==> src/sv/asof_pkg.sv <==
package asof_pkg;

    // result field widths
    localparam int OFFSET_W = 30;
    localparam int KIND_W   = 3;

    // start kind codes
    typedef enum logic [KIND_W-1:0] {
        KIND_RAW   = 3'd0,
        KIND_ID3V2 = 3'd1,
        KIND_TAG   = 3'd2,
        KIND_RIFF  = 3'd3,
        KIND_SYNC  = 3'd4
    } kind_t;

    // byte values and four-byte markers
    localparam logic [7:0]  BYTE_SYNC    = 8'hFF;
    localparam logic [7:0]  BYTE_FB      = 8'hFB;
    localparam logic [7:0]  BYTE_F3      = 8'hF3;
    localparam logic [7:0]  FOOTER_MASK  = 8'h10;
    localparam logic [7:0]  CHAR_I       = 8'h49;
    localparam logic [7:0]  CHAR_D       = 8'h44;
    localparam logic [7:0]  CHAR_3       = 8'h33;
    localparam logic [7:0]  CHAR_T       = 8'h54;
    localparam logic [7:0]  CHAR_A       = 8'h41;
    localparam logic [7:0]  CHAR_G       = 8'h47;
    localparam logic [31:0] WORD_RIFF    = 32'h52494646;
    localparam logic [31:0] WORD_DATA    = 32'h64617461;

    // fixed lengths and offsets
    localparam logic [OFFSET_W-1:0] HDR_LEN     = 30'd10;
    localparam logic [OFFSET_W-1:0] TAG_OFFSET  = 30'd128;
    localparam logic [OFFSET_W-1:0] DATA_SKIP   = 30'd8;

endpackage

==> src/sv/audio_start_offset_finder.sv <==
// the accepted last byte passes the input register, then the result register, to out_valid
// throughput: one byte per cycle; bytes are taken while a finished result waits,
// only a last byte stalls when the result register is still full
// each byte is compared and its positions latched into the scan state from the input register
// reset (rst_n low, asynchronous) clears all scan state and both valid flags;
// scan state also returns to its reset values after every result
module audio_start_offset_finder
    import asof_pkg::*;
#(
    parameter int SCAN_LIMIT = 32768
)
(
    input  logic                clk,
    input  logic                rst_n,
    input  logic                in_valid,
    output logic                in_stall,
    input  logic [7:0]          data_byte,
    input  logic                last_byte,
    output logic                out_valid,
    input  logic                out_stall,
    output logic [OFFSET_W-1:0] start_offset,
    output logic [KIND_W-1:0]   start_kind,
    output logic                header_error
);

    localparam int POS_W = $clog2(SCAN_LIMIT + 1);
    localparam logic [POS_W-1:0]    LIMIT_P = POS_W'(SCAN_LIMIT);
    localparam logic [OFFSET_W-1:0] LIMIT_O = OFFSET_W'(SCAN_LIMIT);

    // input register
    logic             s_valid_reg, s_valid_next;
    logic [7:0]       s_byte_reg;
    logic             s_last_reg;

    // scan state
    logic [POS_W-1:0]    pos_reg, pos_next, pos_upd;
    logic [31:0]         recent_reg, recent_next, recent_upd;
    logic [OFFSET_W-1:0] hdr_reg, hdr_next, hdr_upd;
    logic                id3_reg, id3_next, id3_upd;
    logic                tag_reg, tag_next, tag_upd;
    logic                ff0_reg, ff0_next, ff0_upd;
    logic                hff_reg, hff_next, hff_upd;
    logic                riff_reg, riff_next, riff_upd;
    logic [POS_W-1:0]    riff_pos_reg, riff_pos_next, riff_pos_upd;
    logic [POS_W-1:0]    data_pos_reg, data_pos_next, data_pos_upd;
    logic [POS_W-1:0]    sync_pos_reg, sync_pos_next, sync_pos_upd;
    logic [POS_W-1:0]    id3_sync_reg, id3_sync_next, id3_sync_upd;

    // result register
    logic                out_valid_reg, out_valid_next;
    logic [OFFSET_W-1:0] offset_reg, offset_next;
    logic [KIND_W-1:0]   kind_reg, kind_next;
    logic                err_reg, err_next;

    logic out_free;
    logic proc_fire;
    logic fire_last;
    logic take;

    // handshake control
    assign out_free  = !out_valid_reg || !out_stall;
    assign proc_fire = s_valid_reg && (!s_last_reg || out_free);
    assign fire_last = proc_fire && s_last_reg;
    assign in_stall  = s_valid_reg && !proc_fire;
    assign take      = pos_reg < LIMIT_P;

    assign s_valid_next = in_valid ? 1'b1 : (proc_fire ? 1'b0 : s_valid_reg);

    // state after taking the staged byte
    always_comb
    begin
        logic [7:0]       b;
        logic [15:0]      low16;
        logic [POS_W-1:0] pm1;
        b            = s_byte_reg;
        pm1          = pos_reg - POS_W'(1);
        recent_upd   = recent_reg;
        pos_upd      = pos_reg;
        hdr_upd      = hdr_reg;
        id3_upd      = id3_reg;
        tag_upd      = tag_reg;
        ff0_upd      = ff0_reg;
        hff_upd      = hff_reg;
        riff_upd     = riff_reg;
        riff_pos_upd = riff_pos_reg;
        data_pos_upd = data_pos_reg;
        sync_pos_upd = sync_pos_reg;
        id3_sync_upd = id3_sync_reg;
        low16        = {recent_reg[7:0], b};
        if (take)
        begin
            recent_upd = {recent_reg[23:0], b};
            pos_upd    = pos_reg + POS_W'(1);
            // prefix marks and id3 size word
            if (pos_reg == POS_W'(0))
            begin
                id3_upd = (b == CHAR_I);
                tag_upd = (b == CHAR_T);
                ff0_upd = (b == BYTE_SYNC);
            end
            else if (pos_reg == POS_W'(1))
            begin
                id3_upd = id3_reg && (b == CHAR_D);
                tag_upd = tag_reg && (b == CHAR_A);
            end
            else if (pos_reg == POS_W'(2))
            begin
                id3_upd = id3_reg && (b == CHAR_3);
                tag_upd = tag_reg && (b == CHAR_G);
            end
            else if (pos_reg == POS_W'(5))
            begin
                hdr_upd = ((b & FOOTER_MASK) != 8'h00) ? HDR_LEN : '0;
            end
            else if (pos_reg == POS_W'(6))
            begin
                hdr_upd = hdr_reg + {1'b0, b, 21'd0};
            end
            else if (pos_reg == POS_W'(7))
            begin
                hdr_upd = hdr_reg + {8'd0, b, 14'd0};
            end
            else if (pos_reg == POS_W'(8))
            begin
                hdr_upd = hdr_reg + {15'd0, b, 7'd0};
            end
            else if (pos_reg == POS_W'(9))
            begin
                hdr_upd = hdr_reg + {22'd0, b} + HDR_LEN;
            end
            // sync after the id3 header
            if (pos_reg >= POS_W'(10) && id3_reg)
            begin
                if (hdr_reg == OFFSET_W'(pos_reg) && b == BYTE_SYNC)
                    hff_upd = 1'b1;
                if (id3_sync_reg == '0 && OFFSET_W'(pm1) > hdr_reg
                    && low16 == {BYTE_SYNC, BYTE_FB})
                    id3_sync_upd = pm1;
            end
            // first frame sync past the first byte
            if (pos_reg >= POS_W'(2) && sync_pos_reg == '0
                && (low16 == {BYTE_SYNC, BYTE_FB} || low16 == {BYTE_SYNC, BYTE_F3}))
                sync_pos_upd = pm1;
            // riff and data chunk markers
            if (pos_reg >= POS_W'(3))
            begin
                if (!riff_reg)
                begin
                    if ({recent_reg[23:0], b} == WORD_RIFF)
                    begin
                        riff_upd     = 1'b1;
                        riff_pos_upd = pos_reg - POS_W'(3);
                    end
                end
                else if (data_pos_reg == '0 && {recent_reg[23:0], b} == WORD_DATA)
                begin
                    data_pos_upd = pos_reg - POS_W'(3);
                end
            end
        end
    end

    // rule selection on the finished scan
    always_comb
    begin
        logic                long_scan;
        logic [OFFSET_W-1:0] n;
        n           = OFFSET_W'(pos_upd);
        long_scan   = pos_upd > POS_W'(10);
        offset_next = '0;
        kind_next   = KIND_RAW;
        err_next    = 1'b0;
        priority if (long_scan && id3_upd)
        begin
            kind_next = KIND_ID3V2;
            if (hdr_upd > LIMIT_O || hff_upd)
                offset_next = hdr_upd;
            else if (id3_sync_upd != '0)
                offset_next = OFFSET_W'(id3_sync_upd);
            else
                offset_next = (hdr_upd >= n) ? hdr_upd : n;
        end
        else if (long_scan && tag_upd)
        begin
            kind_next   = KIND_TAG;
            offset_next = TAG_OFFSET;
        end
        else if (long_scan && riff_upd && riff_pos_upd < pos_upd - POS_W'(10))
        begin
            kind_next = KIND_RIFF;
            if (data_pos_upd != '0)
                offset_next = OFFSET_W'(data_pos_upd) + DATA_SKIP;
            else
                err_next = 1'b1;
        end
        else if (!ff0_upd && sync_pos_upd != '0)
        begin
            kind_next   = KIND_SYNC;
            offset_next = OFFSET_W'(sync_pos_upd);
        end
        else
        begin
            kind_next = KIND_RAW;
        end
    end

    // state advance, cleared after each result
    always_comb
    begin
        pos_next      = pos_reg;
        recent_next   = recent_reg;
        hdr_next      = hdr_reg;
        id3_next      = id3_reg;
        tag_next      = tag_reg;
        ff0_next      = ff0_reg;
        hff_next      = hff_reg;
        riff_next     = riff_reg;
        riff_pos_next = riff_pos_reg;
        data_pos_next = data_pos_reg;
        sync_pos_next = sync_pos_reg;
        id3_sync_next = id3_sync_reg;
        if (fire_last)
        begin
            pos_next      = '0;
            recent_next   = '0;
            hdr_next      = '0;
            id3_next      = 1'b0;
            tag_next      = 1'b0;
            ff0_next      = 1'b0;
            hff_next      = 1'b0;
            riff_next     = 1'b0;
            riff_pos_next = '0;
            data_pos_next = '0;
            sync_pos_next = '0;
            id3_sync_next = '0;
        end
        else if (proc_fire)
        begin
            pos_next      = pos_upd;
            recent_next   = recent_upd;
            hdr_next      = hdr_upd;
            id3_next      = id3_upd;
            tag_next      = tag_upd;
            ff0_next      = ff0_upd;
            hff_next      = hff_upd;
            riff_next     = riff_upd;
            riff_pos_next = riff_pos_upd;
            data_pos_next = data_pos_upd;
            sync_pos_next = sync_pos_upd;
            id3_sync_next = id3_sync_upd;
        end
    end

    // result valid
    always_comb
    begin
        if (fire_last)
            out_valid_next = 1'b1;
        else if (!out_stall)
            out_valid_next = 1'b0;
        else
            out_valid_next = out_valid_reg;
    end

    // control registers
    always_ff @(posedge clk or negedge rst_n)
    begin
        if (!rst_n)
        begin
            s_valid_reg   <= 1'b0;
            out_valid_reg <= 1'b0;
            pos_reg       <= '0;
            recent_reg    <= '0;
            hdr_reg       <= '0;
            id3_reg       <= 1'b0;
            tag_reg       <= 1'b0;
            ff0_reg       <= 1'b0;
            hff_reg       <= 1'b0;
            riff_reg      <= 1'b0;
            riff_pos_reg  <= '0;
            data_pos_reg  <= '0;
            sync_pos_reg  <= '0;
            id3_sync_reg  <= '0;
        end
        else
        begin
            s_valid_reg   <= s_valid_next;
            out_valid_reg <= out_valid_next;
            pos_reg       <= pos_next;
            recent_reg    <= recent_next;
            hdr_reg       <= hdr_next;
            id3_reg       <= id3_next;
            tag_reg       <= tag_next;
            ff0_reg       <= ff0_next;
            hff_reg       <= hff_next;
            riff_reg      <= riff_next;
            riff_pos_reg  <= riff_pos_next;
            data_pos_reg  <= data_pos_next;
            sync_pos_reg  <= sync_pos_next;
            id3_sync_reg  <= id3_sync_next;
        end
    end

    // payload registers
    always_ff @(posedge clk)
    begin
        if (in_valid && !in_stall)
        begin
            s_byte_reg <= data_byte;
            s_last_reg <= last_byte;
        end
        if (fire_last)
        begin
            offset_reg <= offset_next;
            kind_reg   <= kind_next;
            err_reg    <= err_next;
        end
    end

    assign out_valid    = out_valid_reg;
    assign start_offset = offset_reg;
    assign start_kind   = kind_reg;
    assign header_error = err_reg;

    // a finished scan always produces a result
    a_last_gives_result: assert property (@(posedge clk) disable iff (!rst_n)
        fire_last |=> out_valid_reg)
        else $error("last byte did not produce a result");

    // scan state starts over after a result
    a_clear_after_result: assert property (@(posedge clk) disable iff (!rst_n)
        fire_last |=> (pos_reg == '0 && !riff_reg && sync_pos_reg == '0))
        else $error("scan state not cleared after result");

    // byte count saturates at the scan limit
    a_pos_bounded: assert property (@(posedge clk) disable iff (!rst_n)
        pos_reg <= LIMIT_P)
        else $error("byte position beyond scan limit");

    // header error only comes with a riff result
    a_err_kind: assert property (@(posedge clk) disable iff (!rst_n)
        (out_valid_reg && err_reg) |-> kind_reg == KIND_RIFF)
        else $error("header error without riff kind");

    // sync at the id3 offset only tracked for id3 scans
    a_hff_needs_id3: assert property (@(posedge clk) disable iff (!rst_n)
        hff_reg |-> id3_reg)
        else $error("id3 offset sync flag without id3 prefix");

endmodule

==> config.mk <==
export PLATFORM = sky130hd
export DESIGN_NAME = audio_start_offset_finder
export DESIGN_NICKNAME = d
export VERILOG_FILES = /design/src/sv/asof_pkg.sv /design/src/sv/audio_start_offset_finder.sv
export SDC_FILE = /design/constraint.sdc
export NUM_CORES = 1
export LEC_CHECK = 0
export BUFFER_PORTS_ARGS = -buffer_cell sky130_fd_sc_hd__buf_4
export CORE_MARGIN = 2
export CORE_UTILIZATION = 51
export CTS_BUF_LIST = sky130_fd_sc_hd__clkbuf_8
export DETAILED_ROUTE_END_ITERATION = 7
export GPL_ROUTABILITY_DRIVEN = 0
export GPL_TIMING_DRIVEN = 1
export PLACE_DENSITY_LB_ADDON = 0.12
export SYNTH_ARGS = -nofsm -noshare
export SYNTH_HDL_FRONTEND = slang
export SYNTH_SLANG_ARGS = --single-unit
==> constraint.sdc <==
create_clock -name clk -period 16.8 [get_ports clk]
set_clock_uncertainty 0.15 [all_clocks]
set_input_delay 0.84 -clock clk [delete_from_list [all_inputs] [get_ports clk]]
set_output_delay 0.84 -clock clk [all_outputs]
set_load 0.005 [all_outputs]
# Word-level counts from Yosys, hierarchy flattened
# Index checks and enable logic that the tools add are counted.
# word_totals
inputBits	13
output_inout_bits	36
word_cells	185
ff_bits	184
# classes
bitwise_logic	1
n_lt_le_gt_ge	9
addsub	10
reduce_logical	43
muxes	82
n_eq_ne	20
# op_table
operator	count
$mux 30	17
$mux 16	25
$mux 24	3
$eq 32x31->1 const B	2
$logic_not 16->1	4
$eq 16x3->1 const B	3
$reduce_bool 16->1	3
$eq 8x7->1 const B	5
$eq 16x16->1 const B	2
$eq 16x4->1 const B	2
$ge 16x2->1 const B	2
$mux 1	32
$add 30x15->30	1
$add 30x22->30	1
$add 30x29->30	1
$add 30x4->30 const B	1
$add 30x8->30	1
$eq 30x16->1	1
$ge 30x16->1	1
$gt 16x30->1	1
$gt 30x16->1 const B	1
$logic_and 1x1->1	20
$add 16x4->17 const B	1
$mux 17	1
22 further kinds	34

# Depth between registers and ports, before layout
# depth
ltp_word	16
mapped_depth	24
mapped_depth_nobuf	22

# Worst setup path before layout
# OpenSTA, ideal clock, no wires.
# synth_timing
kind	register to register
startpoint	reg s_byte_reg[1]
endpoint	reg offset_reg[11] (netlist: start_offset[11]), data pin
arrival_ns	5.140
stages_incl_launch_ff	24
required_time_ns	16.386
setup_time_ns	0.264
path_slack_ns	11.246
cell_sequence	edfxtp_1 -> clkbuf_1 -> inv_1 -> ha_1 -> inv_1 -> ha_1 -> inv_1 -> fa_1 -> nand2b_1 -> a211oi_1 -> a31oi_1 -> o21ai_1 -> a21oi_1 -> a2bb2oi_1 -> a21o_1 -> ha_1 -> nor4_1 -> o21ai_0 -> o32a_1 -> clkbuf_1 -> or3b_1 -> o31a_1 -> a2111oi_2 -> o21ai_1
# synth_via
elab_chain_len	16
# synth_lines
element	line	rtl
start, declared	audio_start_offset_finder.sv:32	logic [7:0] s_byte_reg;
start signal, assigned	audio_start_offset_finder.sv:309	s_byte_reg <= data_byte;
$add 30x8->30	audio_start_offset_finder.sv:129	hdr_upd = hdr_reg + {22'd0, b} + HDR_LEN;
$add 30x4->30	audio_start_offset_finder.sv:129	
$mux 30	audio_start_offset_finder.sv:127	else if (pos_reg == POS_W'(9))
$mux 30	audio_start_offset_finder.sv:123	else if (pos_reg == POS_W'(8))
$mux 30	audio_start_offset_finder.sv:119	else if (pos_reg == POS_W'(7))
$mux 30	audio_start_offset_finder.sv:115	else if (pos_reg == POS_W'(6))
$mux 30	audio_start_offset_finder.sv:111	else if (pos_reg == POS_W'(5))
$mux 30	audio_start_offset_finder.sv:106	else if (pos_reg == POS_W'(2))
$mux 30	audio_start_offset_finder.sv:101	else if (pos_reg == POS_W'(1))
$mux 30	audio_start_offset_finder.sv:95	if (pos_reg == POS_W'(0))
$mux 30	audio_start_offset_finder.sv:90	if (take)
$ge 30x16->1	audio_start_offset_finder.sv:181	offset_next = (hdr_upd >= n) ? hdr_upd : n;
$mux 30	audio_start_offset_finder.sv:181	
$mux 30	audio_start_offset_finder.sv:178	else if (id3_sync_upd != '0)
$mux 30	audio_start_offset_finder.sv:176	if (hdr_upd > LIMIT_O || hff_upd)
$mux 30 *	audio_start_offset_finder.sv:173	priority if (long_scan && id3_upd)
named net offset_next[11]	audio_start_offset_finder.sv:51	logic [OFFSET_W-1:0] offset_reg, offset_next;
end signal, assigned	audio_start_offset_finder.sv:314	offset_reg <= offset_next;
end, declared	audio_start_offset_finder.sv:51	
# Mark *: on every way through the listed nets, which the timed path passes. The rest lies on a longest branch.
# A chain may end at the register's enable or synchronous reset.

# Final worst setup path
# layout_timing
startpoint	reg s_byte_reg[1]
endpoint	reg offset_reg[27] (netlist: start_offset[27]), data pin
# layout_via
elab_chain_len	16
# layout_lines
element	line
$add 30x8->30	audio_start_offset_finder.sv:129
$add 30x4->30	audio_start_offset_finder.sv:129
$mux 30	audio_start_offset_finder.sv:127
$mux 30	audio_start_offset_finder.sv:123
$mux 30	audio_start_offset_finder.sv:119
$mux 30	audio_start_offset_finder.sv:115
$mux 30	audio_start_offset_finder.sv:111
$mux 30	audio_start_offset_finder.sv:106
$mux 30	audio_start_offset_finder.sv:101
$mux 30	audio_start_offset_finder.sv:95
$mux 30	audio_start_offset_finder.sv:90
$ge 30x16->1	audio_start_offset_finder.sv:181
$mux 30	audio_start_offset_finder.sv:181
$mux 30	audio_start_offset_finder.sv:178
$mux 30	audio_start_offset_finder.sv:176
$mux 30 *	audio_start_offset_finder.sv:173
# Mark *: on every way between the ends. The rest lies on a longest branch, timed or not.

==> impl_metrics.xml <==
<?xml version="1.0" encoding="UTF-8"?>
<metrics>
  <group name="logic_synthesis">
    <metric name="synth_warnings" unit="">0</metric>
    <metric name="synth.area.top_cells" unit="">sky130_fd_sc_hd__dfrtp_1 25%, sky130_fd_sc_hd__edfxtp_1 9.0%, sky130_fd_sc_hd__ha_1 8.3%, sky130_fd_sc_hd__a21oi_1 3.9%, sky130_fd_sc_hd__xnor2_1 3.8%</metric>
    <metric name="synth-compound-area-share" unit="%">23.6</metric>
    <metric name="synth_mux_area_share" unit="%">1.59</metric>
    <metric name="postSynth.asyncResetShare" unit="%">76.6</metric>
    <metric name="synth_largest_area_cell" unit="">sky130_fd_sc_hd__dfrtp_1</metric>
    <metric name="synthCells" unit="">1636</metric>
    <metric name="post_synth_top_cells" unit="">141 x sky130_fd_sc_hd__dfrtp_1, 141 x sky130_fd_sc_hd__nor2_1, 135 x sky130_fd_sc_hd__nand2_1</metric>
    <metric name="mappedNetlistArea" unit="mm^2">0.0144</metric>
    <metric name="synth.ff_latch_count" unit="">184</metric>
    <metric name="avgSynthCellArea" unit="um^2">8.78</metric>
    <metric name="synth.distinct_cells" unit="">94</metric>
    <metric name="synth-adder-area-share" unit="%">8.83</metric>
    <metric name="synth-edff-count" unit="">43</metric>
    <metric name="synth-simple-area-share" unit="%">22.6</metric>
    <metric name="dominantRegCellSynth" unit="">sky130_fd_sc_hd__dfrtp_1</metric>
    <metric name="synth.yosys.seq_area_share" unit="%">33.5</metric>
    <metric name="dominant_combinational_cell_family_by_area_after_synthesis" unit="">compound AO/OA/AOI/OAI gates</metric>
    <metric name="synth_fp_nets" unit="">1748</metric>
    <metric name="synth_xor_xnor_area_share" unit="%">5.79</metric>
    <metric name="area_share_of_the_largest_cell_type_after_synthesis" unit="%">24.6</metric>
  </group>
  <group name="routing">
    <metric name="final_antenna_net_count" unit="">0</metric>
    <metric name="drt_iter0_drc" unit="">2167</metric>
    <metric name="final_wirelength" unit="um">50700</metric>
    <metric name="routedWlPerCell" unit="um">24.9</metric>
    <metric name="num_vias" unit="">13800</metric>
    <metric name="detailedRoute.firstPassIterationCount" unit="">6</metric>
    <metric name="post_drt_via_cell_ratio" unit="">6.80</metric>
    <metric name="drc" unit="">0</metric>
  </group>
  <group name="global_route">
    <metric name="grt_start_max_net_pins" unit="">82</metric>
    <metric name="grt_use_met3" unit="%">8.26</metric>
    <metric name="first_global_vias" unit="">13400</metric>
    <metric name="top_usage_layer_grt" unit="">met2</metric>
    <metric name="grt.met1_usage" unit="%">47.6</metric>
    <metric name="grt_pass1_wl" unit="um">79000</metric>
    <metric name="grt_overflow_total" unit="">0</metric>
    <metric name="grt_antenna_before_repair" unit="">0</metric>
    <metric name="grt_util_all_layers" unit="%">35.4</metric>
    <metric name="grt_util_met2" unit="%">52.3</metric>
  </group>
  <group name="sta">
    <metric name="setup_tns" unit="ps">0</metric>
    <metric name="tightest_slew" unit="ps">1150</metric>
    <metric name="setup_viol" unit="">0</metric>
    <metric name="final-max-slew-violation-count" unit="">0</metric>
    <metric name="relSlewSlack" unit="%">23.2</metric>
    <metric name="final.period_utilization" unit="%">41.8</metric>
    <metric name="final-hold-violation-count" unit="">0</metric>
    <metric name="rsz0062_at_grt" unit="">false</metric>
    <metric name="fmax" unit="MHz">142</metric>
    <metric name="post-route-min-period" unit="ps">7030</metric>
    <metric name="fin_hold_ws" unit="ps">207</metric>
  </group>
  <group name="critical_path">
    <metric name="worst-endpoint-arrival" unit="ps">7120</metric>
    <metric name="critical_path.startpoint_type" unit="">flop</metric>
    <metric name="reg2regPathDepth" unit="">21</metric>
    <metric name="crit-reg2reg-capture" unit="">start_offset[27]$_SDFFCE_PN0P_</metric>
    <metric name="worst-r2r-setup-slack" unit="ps">9770</metric>
    <metric name="worst_r2r_startpoint" unit="">s_byte_reg[1]$_DFFE_PP_</metric>
    <metric name="crit_fanout" unit="">17</metric>
    <metric name="cp-startpoint" unit="">s_byte_reg[1]$_DFFE_PP_</metric>
    <metric name="worst_ep_required_time" unit="ps">16890</metric>
    <metric name="kind_of_end_point_of_the_critical_path" unit="">flop</metric>
    <metric name="setup.worst_path.class" unit="">flop to flop</metric>
  </group>
  <group name="die">
    <metric name="placementRows" unit="">61</metric>
    <metric name="die_area" unit="mm^2">0.0295</metric>
    <metric name="starting_density_of_the_core" unit="%">51.7</metric>
    <metric name="die_width" unit="um">172</metric>
    <metric name="floorplan.die.height" unit="um">172</metric>
    <metric name="placeableCoreArea" unit="mm^2">0.0278</metric>
    <metric name="ioPinCount" unit="">49</metric>
  </group>
  <group name="cts">
    <metric name="cts_hold_buffers" unit="">0</metric>
    <metric name="clock_insertion_delay_at_the_later_pin_of_the_skew_report" unit="ps">500</metric>
    <metric name="ctsLongestPathBuffers" unit="">2</metric>
    <metric name="cts_repair_resize_count" unit="">0</metric>
    <metric name="clk_pin_slew" unit="ps">100</metric>
    <metric name="tritoncts" unit="">done</metric>
    <metric name="postCtsSetupRepairBufs" unit="">0</metric>
    <metric name="number_of_buffers_added_by_the_clock_tree_synthesis_step" unit="">17</metric>
    <metric name="clock_sinks" unit="">184</metric>
    <metric name="clk_root_buffer_cell" unit="">sky130_fd_sc_hd__clkbuf_8</metric>
    <metric name="number_of_levels_in_the_clock_h_tree" unit="">4</metric>
  </group>
  <group name="power_and_ir_drop">
    <metric name="ir_worst_vdd" unit="mV">0.0456</metric>
    <metric name="cellLeakagePower" unit="nW">6.65</metric>
    <metric name="cell_area_power_density" unit="mW/mm^2">82.0</metric>
    <metric name="final_total_pwr" unit="mW">1.26</metric>
  </group>
  <group name="layout">
    <metric name="final_net_count" unit="">1755</metric>
    <metric name="drive_gt1_share" unit="%">10.2</metric>
    <metric name="areaGrowthSynthToFinish" unit="%">7.20</metric>
  </group>
  <group name="flow_run">
    <metric name="drv_cap" unit="">0</metric>
  </group>
  <group name="hold_path">
    <metric name="worst_min_delay_path_class" unit="">input pin to async pin</metric>
  </group>
  <group name="place">
    <metric name="hpwl" unit="um">37600</metric>
    <metric name="port-buffer-count" unit="">48</metric>
  </group>
  <group name="status">
    <metric name="status" unit="">finished clean</metric>
  </group>
</metrics>
## through the flow
| stage | setup slack [ps] | cells | utilization, % | area [um^2] |
|---|---|---|---|---|
| 4_1_cts | 9890 | 2033 | 55.4 | 15400 |
| 5_1_grt | 9260 | 2033 | 55.4 | 15400 |
| 6_report | 9770 | 2034 | 55.4 | 15400 |
| 2_1_floorplan | 11250 | 1636 | - | 14400 |
| 3_5_place_dp | 9900 | 2002 | 54.2 | 15000 |
| 3_3_place_gp | 10050 | 2002 | 54.2 | 15000 |
## placed cells by master, fill, tap and decap left out, types with 15 or more instances in the layout
cell type                    n
sky130_fd_sc_hd__a211oi_1   22
sky130_fd_sc_hd__a21o_1     29
sky130_fd_sc_hd__a21oi_1   111
sky130_fd_sc_hd__a22o_1     51
sky130_fd_sc_hd__and3_1     18
sky130_fd_sc_hd__buf_4      73
sky130_fd_sc_hd__clkbuf_8   19
sky130_fd_sc_hd__dfrtp_1   141
sky130_fd_sc_hd__edfxtp_1   43
sky130_fd_sc_hd__ha_1       95
sky130_fd_sc_hd__inv_1      56
sky130_fd_sc_hd__mux2_2     15
sky130_fd_sc_hd__nand2_1   134
sky130_fd_sc_hd__nand3_1    54
sky130_fd_sc_hd__nand4_1    39
sky130_fd_sc_hd__nor2_1    140
sky130_fd_sc_hd__nor3_1     37
sky130_fd_sc_hd__nor4_1     35
sky130_fd_sc_hd__o211ai_1   20
sky130_fd_sc_hd__o21ai_0   101
sky130_fd_sc_hd__o31a_1     19
sky130_fd_sc_hd__or3_1      16
sky130_fd_sc_hd__xnor2_1    62
sky130_fd_sc_hd__xor2_1     33
## per-layer routing
layer,part of all wire (%),wire [um]
met5,0,0
met4,6.0,3050
met1,41,20600
met3,10,5220
met2,43,21800
## worst max path at each step
stage                                           endpoint  slack [ps]
after global routing      start_offset[24]$_SDFFCE_PN0P_        9260
final                     start_offset[27]$_SDFFCE_PN0P_        9770
after CTS                 start_offset[27]$_SDFFCE_PN0P_        9890
after global placement    start_offset[27]$_SDFFCE_PN0P_       10050
after detailed placement  start_offset[27]$_SDFFCE_PN0P_        9900
after floorplan               start_offset[11]$_DFFE_PP_       11250
## worst max-delay path, stage by stage, from the launching register on
cell                        delay [ps]
sky130_fd_sc_hd__edfxtp_1          800
sky130_fd_sc_hd__inv_1             190
sky130_fd_sc_hd__ha_1              330
sky130_fd_sc_hd__inv_1              60
sky130_fd_sc_hd__ha_1              160
sky130_fd_sc_hd__inv_1              50
sky130_fd_sc_hd__fa_1              380
sky130_fd_sc_hd__nand2b_1          170
sky130_fd_sc_hd__a211oi_1          300
sky130_fd_sc_hd__a31oi_1           350
sky130_fd_sc_hd__o21ai_1           570
sky130_fd_sc_hd__a21oi_1           140
sky130_fd_sc_hd__a2bb2oi_1         170
sky130_fd_sc_hd__a21o_1            240
sky130_fd_sc_hd__ha_1              250
sky130_fd_sc_hd__nor4_1            160
sky130_fd_sc_hd__o21ai_0           130
sky130_fd_sc_hd__o32a_1            540
sky130_fd_sc_hd__a211o_1           400
sky130_fd_sc_hd__nor4b_4           640
sky130_fd_sc_hd__nand2b_1          470
sky130_fd_sc_hd__nor2_1            100
## power breakdown
part / total [mW] / switching (mW) / internal, mW
sequential: 0.492 / 0.0225 / 0.470
combinational: 0.480 / 0.300 / 0.180
clock: 0.291 / 0.179 / 0.112
total: 1.26 / 0.501 / 0.761
## logic make-up after synthesis
group                    after synthesis
AND/OR/NAND/NOR                      603
AO/OA/AOI/OAI                        489
flip-flops                           184
buffers and inverters                145
adder cells (fa/ha/maj)               99
XOR/XNOR                              95
multiplexers                          21
## area by class of cell
type	count	area [um^2]
fill	2579	12400
multi-input combinational	1307	8980
sequential	184	4820
timing repair buffer	74	559
tap	378	473
clock buffer	19	262
inverter	59	221
clock inverter	12	88.8
antenna	1	2.50
No activity file was read; power rests on OpenSTA's default activity.
